--- config.mk ---
export PLATFORM = sky130hd
export DESIGN_NAME = pen_point_mapper_with_drag_detect
export DESIGN_NICKNAME = d
export VERILOG_FILES = /design/src/hw/rtl/ppm_pkg.sv /design/src/hw/rtl/pen_point_mapper_with_drag_detect.sv
export SDC_FILE = /design/constraint.sdc
export NUM_CORES = 2
export LEC_CHECK = 0
export BUFFER_PORTS_ARGS = -buffer_cell sky130_fd_sc_hd__buf_2
export CAP_MARGIN = 5
export CORE_MARGIN = 3
export CORE_UTILIZATION = 55
export CTS_BUF_LIST = sky130_fd_sc_hd__clkbuf_16
export CTS_CLUSTER_SIZE = 28
export DETAILED_ROUTE_END_ITERATION = 8
export PLACE_DENSITY = 0.77
export RECOVER_POWER = 100
export SYNTH_ARGS = -nofsm -noshare
export SYNTH_HDL_FRONTEND = slang
export SYNTH_SLANG_ARGS = --single-unit
--- constraint.sdc ---
create_clock -name clk -period 8 [get_ports clk]
set_input_delay 1.2 -clock clk [delete_from_list [all_inputs] [get_ports clk]]
set_output_delay 1.2 -clock clk [all_outputs]
set_load 0.05 [all_outputs]
--- src/hw/rtl/ppm_pkg.sv ---
// Shared widths, codes and reset values for the pen point mapper.
package ppm_pkg;

  localparam int PEN_COORD_BITS = 16;
  localparam int SCR_W  = 14;
  localparam int CFG_W  = 16;
  localparam int IDX_W  = 3;
  localparam int FUNC_W = 2;
  localparam int ACT_W  = 3;
  localparam int CW     = PEN_COORD_BITS + 5;
  localparam int DW     = PEN_COORD_BITS + 2;
  localparam int QW     = SCR_W;
  localparam int PW     = DW + QW;
  localparam int CNT_W  = 4;

  localparam logic [SCR_W-1:0] SCR_MAX  = SCR_W'(8191);
  localparam logic [SCR_W-1:0] SCR_NONE = '1;

  localparam logic [FUNC_W-1:0] FN_DOWN = 2'd0;
  localparam logic [FUNC_W-1:0] FN_MOVE = 2'd1;
  localparam logic [FUNC_W-1:0] FN_UP   = 2'd2;

  localparam logic [ACT_W-1:0] ACT_NONE       = 3'd0;
  localparam logic [ACT_W-1:0] ACT_CLICK      = 3'd1;
  localparam logic [ACT_W-1:0] ACT_DRAG_START = 3'd2;
  localparam logic [ACT_W-1:0] ACT_DRAG_MOVE  = 3'd3;
  localparam logic [ACT_W-1:0] ACT_DRAG_END   = 3'd4;

  localparam logic [IDX_W-1:0] REG_CAL_FIRST_X  = 3'd0;
  localparam logic [IDX_W-1:0] REG_CAL_FIRST_Y  = 3'd1;
  localparam logic [IDX_W-1:0] REG_CAL_SECOND_X = 3'd2;
  localparam logic [IDX_W-1:0] REG_CAL_SECOND_Y = 3'd3;
  localparam logic [IDX_W-1:0] REG_SCREEN_W     = 3'd4;
  localparam logic [IDX_W-1:0] REG_SCREEN_H     = 3'd5;
  localparam logic [IDX_W-1:0] REG_DRAG_LIMIT   = 3'd6;

  localparam logic [CFG_W-1:0] DRAG_LIMIT_RST = CFG_W'(100);

  typedef logic signed [CW-1:0] coord_t;

endpackage

--- src/hw/rtl/pen_point_mapper_with_drag_detect.sv ---
// Top level of the pen point mapper: box derivation, serial map and drag classification.
//
//  channel | direction | handshake            | payload
//  in      | input     | in_valid / in_ready  | in_func, in_pen_x, in_pen_y
//  out     | output    | out_valid / out_ready| out_screen_x, out_screen_y, out_action
//  cfg     | input     | cfg_valid / cfg_ready| cfg_index, cfg_data
//
// One item at a time: in_ready is high only in S_IDLE. S_DIFF, S_MARG, S_BOX, S_ORG,
// S_DIST and S_CHK derive the box and check the point, then a bit-serial multiply and a
// restoring divide run in turn, both axes side by side.
// Reset is synchronous and active low; configuration writes are always taken.
// A new item is taken while the previous result still waits in the output register.
module pen_point_mapper_with_drag_detect import ppm_pkg::*; (
  input  logic                     clk,
  input  logic                     rst_n,
  input  logic                     in_valid,
  output logic                     in_ready,
  input  logic [FUNC_W-1:0]        in_func,
  input  logic [15:0]              in_pen_x,
  input  logic [15:0]              in_pen_y,
  output logic                     out_valid,
  input  logic                     out_ready,
  output logic signed [SCR_W-1:0]  out_screen_x,
  output logic signed [SCR_W-1:0]  out_screen_y,
  output logic [ACT_W-1:0]         out_action,
  input  logic                     cfg_valid,
  output logic                     cfg_ready,
  input  logic [IDX_W-1:0]         cfg_index,
  input  logic [CFG_W-1:0]         cfg_data
);

  localparam logic [3:0] S_IDLE = 4'd0;
  localparam logic [3:0] S_DIFF = 4'd1;
  localparam logic [3:0] S_MARG = 4'd2;
  localparam logic [3:0] S_BOX  = 4'd3;
  localparam logic [3:0] S_ORG  = 4'd4;
  localparam logic [3:0] S_DIST = 4'd5;
  localparam logic [3:0] S_CHK  = 4'd6;
  localparam logic [3:0] S_MUL  = 4'd7;
  localparam logic [3:0] S_DIV  = 4'd8;
  localparam logic [3:0] S_DONE = 4'd9;

  localparam logic [CNT_W-1:0] LAST_STEP = CNT_W'(QW - 1);

  logic [3:0]                state_r;
  logic [CNT_W-1:0]          cnt_r;
  logic [PEN_COORD_BITS-1:0] cal_fx_r, cal_fy_r, cal_sx_r, cal_sy_r;
  logic [SCR_W-1:0]          scr_r [2];
  logic [CFG_W-1:0]          limit_r;
  logic [PEN_COORD_BITS-1:0] down_x_r, down_y_r;
  logic                      drag_r;
  logic [FUNC_W-1:0]         func_r;
  logic [PEN_COORD_BITS-1:0] pen_r [2];
  logic [ACT_W-1:0]          act_r;
  coord_t                    span_r [2];
  coord_t                    marg_r [2];
  coord_t                    org_r  [2];
  coord_t                    dist_r [2];
  logic                      ok_r   [2];
  logic [PW-1:0]             acc_r  [2];
  logic [PW-1:0]             mcand_r[2];
  logic [SCR_W-1:0]          mplr_r [2];
  logic [PW-1:0]             dsor_r [2];
  logic [QW-1:0]             quo_r  [2];
  logic                      out_valid_r;
  logic [SCR_W-1:0]          out_x_r, out_y_r;
  logic [ACT_W-1:0]          out_act_r;

  logic [PEN_COORD_BITS-1:0] adx, ady;
  logic                      far;
  logic                      out_load;
  coord_t                    marg_nxt [2];
  coord_t                    c1x, c1y, c2x, c2y;
  logic [SCR_W-1:0]          sat_x, sat_y;

  assign c1x = coord_t'({5'b0, cal_fx_r});
  assign c1y = coord_t'({5'b0, cal_fy_r});
  assign c2x = coord_t'({5'b0, cal_sx_r});
  assign c2y = coord_t'({5'b0, cal_sy_r});

  assign adx = (down_x_r >= pen_r[0]) ? down_x_r - pen_r[0] : pen_r[0] - down_x_r;
  assign ady = (down_y_r >= pen_r[1]) ? down_y_r - pen_r[1] : pen_r[1] - down_y_r;
  assign far = (adx > limit_r) || (ady > limit_r);

  assign out_load = (state_r == S_DONE) && (!out_valid_r || out_ready);

  always_comb begin
    for (int l = 0; l < 2; l++) begin
      marg_nxt[l] = (span_r[l] + coord_t'({3{span_r[l][CW-1]}})) >>> 3;
    end
  end

  assign sat_x = quo_r[0][QW-1] ? SCR_MAX : quo_r[0];
  assign sat_y = quo_r[1][QW-1] ? SCR_MAX : quo_r[1];

  always_ff @(posedge clk) begin
    if (!rst_n) begin
      state_r     <= S_IDLE;
      cnt_r       <= '0;
      out_valid_r <= 1'b0;
      drag_r      <= 1'b0;
      down_x_r    <= '0;
      down_y_r    <= '0;
      cal_fx_r    <= '0;
      cal_fy_r    <= '0;
      cal_sx_r    <= '0;
      cal_sy_r    <= '0;
      scr_r[0]    <= '0;
      scr_r[1]    <= '0;
      limit_r     <= DRAG_LIMIT_RST;
    end else begin
      if (cfg_valid) begin
        case (cfg_index)
          REG_CAL_FIRST_X:  cal_fx_r <= cfg_data;
          REG_CAL_FIRST_Y:  cal_fy_r <= cfg_data;
          REG_CAL_SECOND_X: cal_sx_r <= cfg_data;
          REG_CAL_SECOND_Y: cal_sy_r <= cfg_data;
          REG_SCREEN_W:     scr_r[0] <= cfg_data[SCR_W-1:0];
          REG_SCREEN_H:     scr_r[1] <= cfg_data[SCR_W-1:0];
          REG_DRAG_LIMIT:   limit_r  <= cfg_data;
          default: ;
        endcase
      end
      if (out_load) begin
        out_valid_r <= 1'b1;
      end else if (out_ready) begin
        out_valid_r <= 1'b0;
      end
      case (state_r)
        S_IDLE: begin
          if (in_valid) begin
            func_r   <= in_func;
            pen_r[0] <= in_pen_x;
            pen_r[1] <= in_pen_y;
            state_r  <= S_DIFF;
          end
        end
        S_DIFF: begin
          span_r[0] <= (c2x - c1x) <<< 1;
          span_r[1] <= (c1y - c2y) <<< 1;
          case (func_r)
            FN_DOWN: begin
              down_x_r <= pen_r[0];
              down_y_r <= pen_r[1];
              drag_r   <= 1'b0;
              act_r    <= ACT_NONE;
            end
            FN_MOVE: begin
              if (drag_r) begin
                act_r <= ACT_DRAG_MOVE;
              end else if (far) begin
                drag_r <= 1'b1;
                act_r  <= ACT_DRAG_START;
              end else begin
                act_r <= ACT_NONE;
              end
            end
            FN_UP: begin
              if (drag_r) begin
                drag_r <= 1'b0;
                act_r  <= ACT_DRAG_END;
              end else begin
                act_r <= ACT_CLICK;
              end
            end
            default: act_r <= ACT_NONE;
          endcase
          state_r <= S_MARG;
        end
        S_MARG: begin
          marg_r[0] <= marg_nxt[0];
          marg_r[1] <= marg_nxt[1];
          state_r   <= S_BOX;
        end
        S_BOX: begin
          span_r[0] <= span_r[0] + (marg_r[0] <<< 1);
          span_r[1] <= span_r[1] + (marg_r[1] <<< 1);
          org_r[0]  <= c1x - marg_r[0];
          org_r[1]  <= c1y + marg_r[1];
          state_r   <= S_ORG;
        end
        S_ORG: begin
          org_r[1] <= org_r[1] - span_r[1];
          state_r  <= S_DIST;
        end
        S_DIST: begin
          for (int l = 0; l < 2; l++) begin
            dist_r[l] <= coord_t'({5'b0, pen_r[l]}) - org_r[l];
          end
          state_r <= S_CHK;
        end
        S_CHK: begin
          for (int l = 0; l < 2; l++) begin
            ok_r[l]    <= (span_r[l] > 0) && (dist_r[l] > 0) && (dist_r[l] < span_r[l]);
            acc_r[l]   <= '0;
            mcand_r[l] <= {{(PW-DW){1'b0}}, dist_r[l][DW-1:0]};
            mplr_r[l]  <= scr_r[l];
            dsor_r[l]  <= {1'b0, span_r[l][DW-1:0], {(QW-1){1'b0}}};
          end
          cnt_r   <= '0;
          state_r <= S_MUL;
        end
        S_MUL: begin
          for (int l = 0; l < 2; l++) begin
            if (mplr_r[l][0]) begin
              acc_r[l] <= acc_r[l] + mcand_r[l];
            end
            mcand_r[l] <= mcand_r[l] << 1;
            mplr_r[l]  <= mplr_r[l] >> 1;
          end
          if (cnt_r == LAST_STEP) begin
            cnt_r   <= '0;
            state_r <= S_DIV;
          end else begin
            cnt_r <= cnt_r + 1'b1;
          end
        end
        S_DIV: begin
          for (int l = 0; l < 2; l++) begin
            if (acc_r[l] >= dsor_r[l]) begin
              acc_r[l] <= acc_r[l] - dsor_r[l];
              quo_r[l] <= {quo_r[l][QW-2:0], 1'b1};
            end else begin
              quo_r[l] <= {quo_r[l][QW-2:0], 1'b0};
            end
            dsor_r[l] <= dsor_r[l] >> 1;
          end
          if (cnt_r == LAST_STEP) begin
            cnt_r   <= '0;
            state_r <= S_DONE;
          end else begin
            cnt_r <= cnt_r + 1'b1;
          end
        end
        S_DONE: begin
          if (out_load) begin
            out_x_r   <= (ok_r[0] && ok_r[1]) ? sat_x : SCR_NONE;
            out_y_r   <= (ok_r[0] && ok_r[1]) ? sat_y : SCR_NONE;
            out_act_r <= act_r;
            state_r   <= S_IDLE;
          end
        end
        default: state_r <= S_IDLE;
      endcase
    end
  end

  assign in_ready     = (state_r == S_IDLE);
  assign cfg_ready    = 1'b1;
  assign out_valid    = out_valid_r;
  assign out_screen_x = $signed(out_x_r);
  assign out_screen_y = $signed(out_y_r);
  assign out_action   = out_act_r;

`ifndef SYNTHESIS
  a_accept_starts: assert property (@(posedge clk) disable iff (!rst_n)
    in_valid && in_ready |=> state_r == S_DIFF)
    else $error("accepted item did not start the box derivation");

  a_result_from_done: assert property (@(posedge clk) disable iff (!rst_n)
    $rose(out_valid_r) |-> $past(state_r) == S_DONE)
    else $error("result raised outside the final step");

  a_drag_start: assert property (@(posedge clk) disable iff (!rst_n)
    $rose(drag_r) |-> act_r == ACT_DRAG_START)
    else $error("dragging began without a drag start action");
`endif

endmodule

Yosys cells after proc, flatten, opt, wreduce, memory -nomap -nowiden

Memory sizes are Yosys's and may differ from the RTL's.
Cells that the tools add are included.

$add $sub $neg: 20
Magnitude comparators: 12
Equality and inequality tests: 22
Multiplexer cells: 96
Bitwise logic cells: 18
Reduce and logical (&&, ||, !) cells: 30

Operators with widths:

| kind                                                           | count |
|---|---|
| two-way mux 32 bit                                             | 6 |
| greater-than comparator 21 x 1 -> 1 bit, second input constant | 4 |
| two-way mux 14 bit                                             | 6 |
| two-way mux 1 bit                                              | 65 |
| adder 32 bit                                                   | 2 |
| >= comparator 32 bit                                           | 2 |
| subtractor 16 bit                                              | 4 |
| subtractor 32 bit                                              | 2 |
| two-way mux 21 bit                                             | 3 |
| subtractor 17 x 21 -> 21 bit                                   | 3 |
| two-way mux 31 bit                                             | 2 |
| adder 21 bit                                                   | 2 |
| adder 21 x 4 -> 21 bit                                         | 2 |
| < comparator 21 bit                                            | 2 |
| case mux 4 bit (10 select lines)                               | 1 |
| subtractor 16 x 16 -> 17 bit                                   | 2 |
| >= comparator 16 bit                                           | 2 |
| greater-than comparator 16 bit                                 | 2 |
| two-way mux 16 bit                                             | 2 |
| adder 17 x 21 -> 21 bit                                        | 1 |
| subtractor 21 bit                                              | 1 |
| two-way mux 4 bit                                              | 5 |
| bitwise OR 1 bit                                               | 17 |
| == test 4 x 3 -> 1 bit, second input constant                  | 4 |
| 27 further kinds                                               | 56 |

Flip-flop bits (word level): 158
Bits in writable memories: 476
Input port bits: 58
Output and inout port bits: 34
Logic and storage cells: 228
Memories kept: 12

Memory list:

| name        | depth | width | read ports | clocked after memory_dff | wr ports | RTL line                                | source |
|---|---|---|---|---|---|---|---|
| acc_r       | 2     | 32    | 2          | 0                        | 2        | pen_point_mapper_with_drag_detect.sv:60 | `logic [PW-1:0] acc_r [2];` |
| mcand_r     | 2     | 32    | 2          | 0                        | 2        | pen_point_mapper_with_drag_detect.sv:61 | `logic [PW-1:0] mcand_r[2];` |
| dsor_r      | 2     | 31    | 2          | 0                        | 2        | pen_point_mapper_with_drag_detect.sv:63 | `logic [PW-1:0] dsor_r [2];` |
| dist_r      | 2     | 21    | 2          | 0                        | 2        | pen_point_mapper_with_drag_detect.sv:58 | `coord_t dist_r [2];` |
| marg_r      | 2     | 21    | 2          | 0                        | 2        | pen_point_mapper_with_drag_detect.sv:56 | `coord_t marg_r [2];` |
| org_r       | 2     | 21    | 2          | 0                        | 2        | pen_point_mapper_with_drag_detect.sv:57 | `coord_t org_r [2];` |
| +6 memories | -     | -     | -          | -                        | -        | -                                       |  |

Logic depth before layout (Yosys ltp)

An unclocked memory read counts as a cell.

Depth in word-level cells: 8
Mapped depth: 26
Depth with buffers taken out: 25

Worst setup path before layout

No wires, ideal clock.

Kind: input to register
From: in rst_n
To: mem dsor_r[0][0] (netlist bit), enable pin
Setup time: 0.568 ns
Arrival: 5.739 ns
Data required time: 7.432 ns
Path slack: 1.693 ns
Stages on the path: 2
Buffers on the path: 0
Cells stage by stage: nand3_1 -> o21ai_0

RTL lines:

| item               | RTL line                                | source |
|---|---|---|
| start: declaration | pen_point_mapper_with_drag_detect.sv:15 | `input logic rst_n,` |
| end: declaration   | pen_point_mapper_with_drag_detect.sv:63 |  |

==> results by group <==
Global route
  • Largest net degree at the start of global routing: 85
  • Vias in the first global route: 30.2k
  • Number of antenna violations at the first check in global routing: 4
  • Global-route total usage across every layer: 0.260
  • GR Overflow Total: 0
  • First-pass GRT wire length: about 160000 um
  • Met3 layer usage reported by global route: 0.0366
  • Met1 global-route usage: 0.350
  • Most utilized layer in the global route result: met2
  • GR Util met2: 0.429

Logic synthesis
  • Number of standard cells after synthesis: approximately 4.2k
  • Synthesis warning total: 0
  • Number of distinct library cells after synthesis: 83
  • Post-synth EDFFs: 502
  • Synthesized flop and latch total: 625
  • Cell accounting for the most synthesized area: sky130_fd_sc_hd__edfxtp_1
  • Synth Cell Area: between 40000 and 50000 um^2
  • Cell with the most instances after synthesis: sky130_fd_sc_hd__edfxtp_1
  • Post-synth top cells: sky130_fd_sc_hd__edfxtp_1 (502), sky130_fd_sc_hd__nand2_1 (434), sky130_fd_sc_hd__ha_1 (415)
  • Number of nets in the synthesized netlist: 4654
  • Fraction of synthesis flops using an asynchronous set or reset pin: 0
  • Leading cell types by total area after synthesis: sky130_fd_sc_hd__edfxtp_1 (37%), sky130_fd_sc_hd__ha_1 (13%), sky130_fd_sc_hd__dfxtp_1 (6.0%), sky130_fd_sc_hd__nand2_1 (4.0%), sky130_fd_sc_hd__xnor2_1 (3.8%)
  • Share of the synthesized area in the top cell type: 0.367
  • Primary flip-flop cell chosen by synthesis mapping: sky130_fd_sc_hd__edfxtp_1
  • Share of synthesized area occupied by flip-flops and latches: 0.427
  • Per-instance average area after synthesis: 9.86 um^2

Drt
  • Via count: around 31k
  • First-pass DRT Iterations: 5
  • Post-route DRC: 0
  • Number of vias per cell after detailed routing: 5.97
  • Count of antenna-violating nets left after detailed routing: 0
  • Detailed-route wire length: 102000 um
  • Wire length per cell: 19.5 um
  • Violation count after the first detailed-route iteration: 2441

Clocking
  • Total CTS buffers: 69
  • Number of buffers inserted to repair setup after CTS: 0
  • Count of instances resized after the clock tree is built: 0
  • CTS tree: built
  • Depth of the CTS H-tree: 3
  • Clock root cell: sky130_fd_sc_hd__clkbuf_16
  • Later-pin clock latency in the skew report: 0.63 ns
  • Clock sink total: roughly 630
  • Number of buffers inserted by hold repair at cts: 0
  • Worst-path clk slew: 0.06 ns
  • Clock tree buffer depth: 3

Place
  • Half-perimeter wire length of the detailed placement result: around 76000 um
  • Post-placement cell area: 42500 um^2
  • Gp weighted congestion: 0.944
  • Total of buffers placed on input and output ports: 90

Floorplanning
  • Die Wd: between 200 and 300 um
  • Die area: 78000 um^2
  • Chip Height: 279 um
  • CORE AREA: around 73000 um^2
  • Std-Cell Rows: 99
  • Count of pins on the block boundary: ~90
  • Starting utilization of the core area: 0.559

STA
  • Final hold violations: 0
  • Unrepaired setup endpoints after global routing: no
  • Total negative setup slack: 0 ns
  • Crit path time final: about 6.4 ns
  • Pins Over Slew Limit: between 600 and 700
  • Slew at the pin with the worst max-slew slack: between 3 and 4 ns
  • Final clock skew: 0.0253 ns
  • Total setup violations reported at the end of the flow: 0
  • Final Cycle Share: 0.803
  • Worst relative slew slack: -1.01
  • Maximum achievable frequency: 156 MHz

Status
  • Violated checks: capacitance limit, slew limit
  • Result of the run: finished, violations left

Power and ir drop
  • Total power of the final layout: about 0.0084 W
  • Switching part of the total power: 0.275
  • Flop pwr share: 0.447
  • Worst IR Drop VDD: 193 uV
  • Combinational group share of total power: 0.163
  • Switching power: 0.00231 W
  • Cell area power density: roughly 190 nW/um^2
  • Int Pwr: 0.00610 W
  • Static Leakage: 17.7 nW
  • Clk network pwr share: 0.390

Setup path
  • CP Data Required Time: ~8 ns
  • CP dominant cell by count: sky130_fd_sc_hd__clkbuf_1
  • Maximum fanout encountered on the critical timing path: 82
  • Endpoint class of the critical path: flop
  • Cell at the slowest stage of the critical path: sky130_fd_sc_hd__clkbuf_1
  • Critical path start-end classification: in -> reg
  • Critical path buffer and inverter count: 3
  • Arrival time worst endpoint: 6.44 ns
  • Kind of start point of the critical path: primary input
  • Slowest cell delay on critical path: 2.21 ns
  • Critical Path, Cell by Cell: buf_4, clkbuf_1, clkbuf_1, o31ai_2
  • Top delay family on crit path: buffers and inverters

Cells and area
  • Utilization of the core after routing: 0.608
  • Design area: ~45000 um^2
  • Footprint of the multi-input gates: 21800 um^2
  • Share of cells above drive strength 1: 0.0639
  • # fillers: 6045
  • Layout Area Growth over Synthesis: 8.86%
  • Layout net count: approximately 4.7k
  • Register Area: 17500 um^2

Worst hold path
  • Hold/Removal Path Class: reg -> reg

Job
  • Number of maximum-capacitance constraint violations: 15
-- layer usage --
layer  vias up  wire length (um)
met5         -                28
met4         4              3580
met3       167              6100
met2       913             47800
met1     15002             45000
li1      15247                 -
-- worst register-to-register path, cell delays in order (launching register included) --
cell	delay, ns
sky130_fd_sc_hd__dfxtp_2	0.31
sky130_fd_sc_hd__clkbuf_1	1.63
sky130_fd_sc_hd__nor4b_1	0.19
sky130_fd_sc_hd__clkbuf_1	0.40
sky130_fd_sc_hd__nand2_2	0.15
sky130_fd_sc_hd__clkbuf_1	1.72
sky130_fd_sc_hd__o21ai_4	0.63
sky130_fd_sc_hd__clkbuf_2	0.87
-- flip-flops by register name, indices dropped and copies added (netlist names), 32 cells and up --
signal and count:
mcand_r 64, dsor_r 62, org_r 42, marg_r 36, pen_r 32, acc_r 64
dist_r 42, span_r 40
-- layout by cell type, fill, tap and decap left out, drive strengths merged, types with 10 or more instances in the layout --
master | synthesis | final
edfxtp | 502 | 502
nand2 | 434 | 434
ha | 415 | 415
inv | 347 | 366
a21oi | 269 | 269
nor2 | 229 | 229
o21ai | 224 | 224
xnor2 | 178 | 178
clkbuf | 99 | 139
a21o | 138 | 138
a21boi | 136 | 136
dfxtp | 123 | 123
xor2 | 106 | 106
and3 | 88 | 88
mux2 | 67 | 67
nand3 | 64 | 64
nor3 | 60 | 60
buf | 20 | 53
o21bai | 52 | 52
o22ai | 52 | 52
nor2b | 50 | 50
o21a | 49 | 49
or3 | 49 | 49
nand2b | 45 | 45
nand4 | 35 | 35
nor4 | 33 | 33
a211oi | 29 | 29
a31oi | 28 | 28
mux2i | 27 | 27
and2 | 24 | 24
clkinv | 1 | 24
o31ai | 22 | 22
o211ai | 19 | 19
a211o | 17 | 17
fa | 17 | 17
or2 | 11 | 11
a311oi | 10 | 10
-- kinds of logic after synthesis --
logic type | after synthesis | share of synthesized area
simple gates | 1148 | 0.132
xor+xnor | 284 | 0.0606
flops | 625 | 0.427
fa+ha+maj | 432 | 0.135
buf+inv | 467 | 0.0438
compound gates | 1113 | 0.176
other cells | 1 | 0.0000913
mux | 94 | 0.0250
-- worst paths after layout --
kind	cells past startpoint	slack, ns	endpoint	startpoint
setup / recovery	4	1.58	scr_r[0][0]$_DFFE_PP_	rst_n
hold / removal	0	0.42	out_action[0]$_DFFE_PP_	act_r[0]$_DFFE_PP_
setup reg to reg	7	1.58	dsor_r[0][37]$_SDFFCE_PN0P_	state_r[0]$_SDFFE_PN0P_
hold reg to reg	0	0.42	out_action[0]$_DFFE_PP_	act_r[0]$_DFFE_PP_
-- power by group through the flow --
| stage | combinational, W | clock [W] | sequential (W) |
|---|---|---|---|
| after global placement | 0.00132 | 0 | 0.00382 |
| after detailed placement | 0.00135 | 0 | 0.00382 |
| after global routing | 0.00153 | 0.00345 | 0.00377 |
| after floorplan | 0.00103 | 0 | 0.00378 |
| after CTS | 0.00136 | 0.00333 | 0.00376 |
| final | 0.00137 | 0.00328 | 0.00376 |
-- stage by stage --
stage,cells,worst slack (ns),hold WS (ns)
final,5252,1.58,0.425
after global routing,5251,0.996,0.431
after CTS,5249,2.34,0.424
after detailed placement,5122,2.40,0.408
after global placement,5122,2.45,0.407
after floorplan,4164,1.69,0.400
-- final cells by class --
cell class,instances,area share
Multi-Input combinational cell,3072,0.487
Sequential cell,625,0.392
Clock buffer,74,0.0414
Inverter,348,0.0293
Tap cell,959,0.0268
Timing Repair Buffer,118,0.0120
Clock inverter,53,0.0108
Antenna cell,3,0.000168
Power figures use the tool's default switching activity.
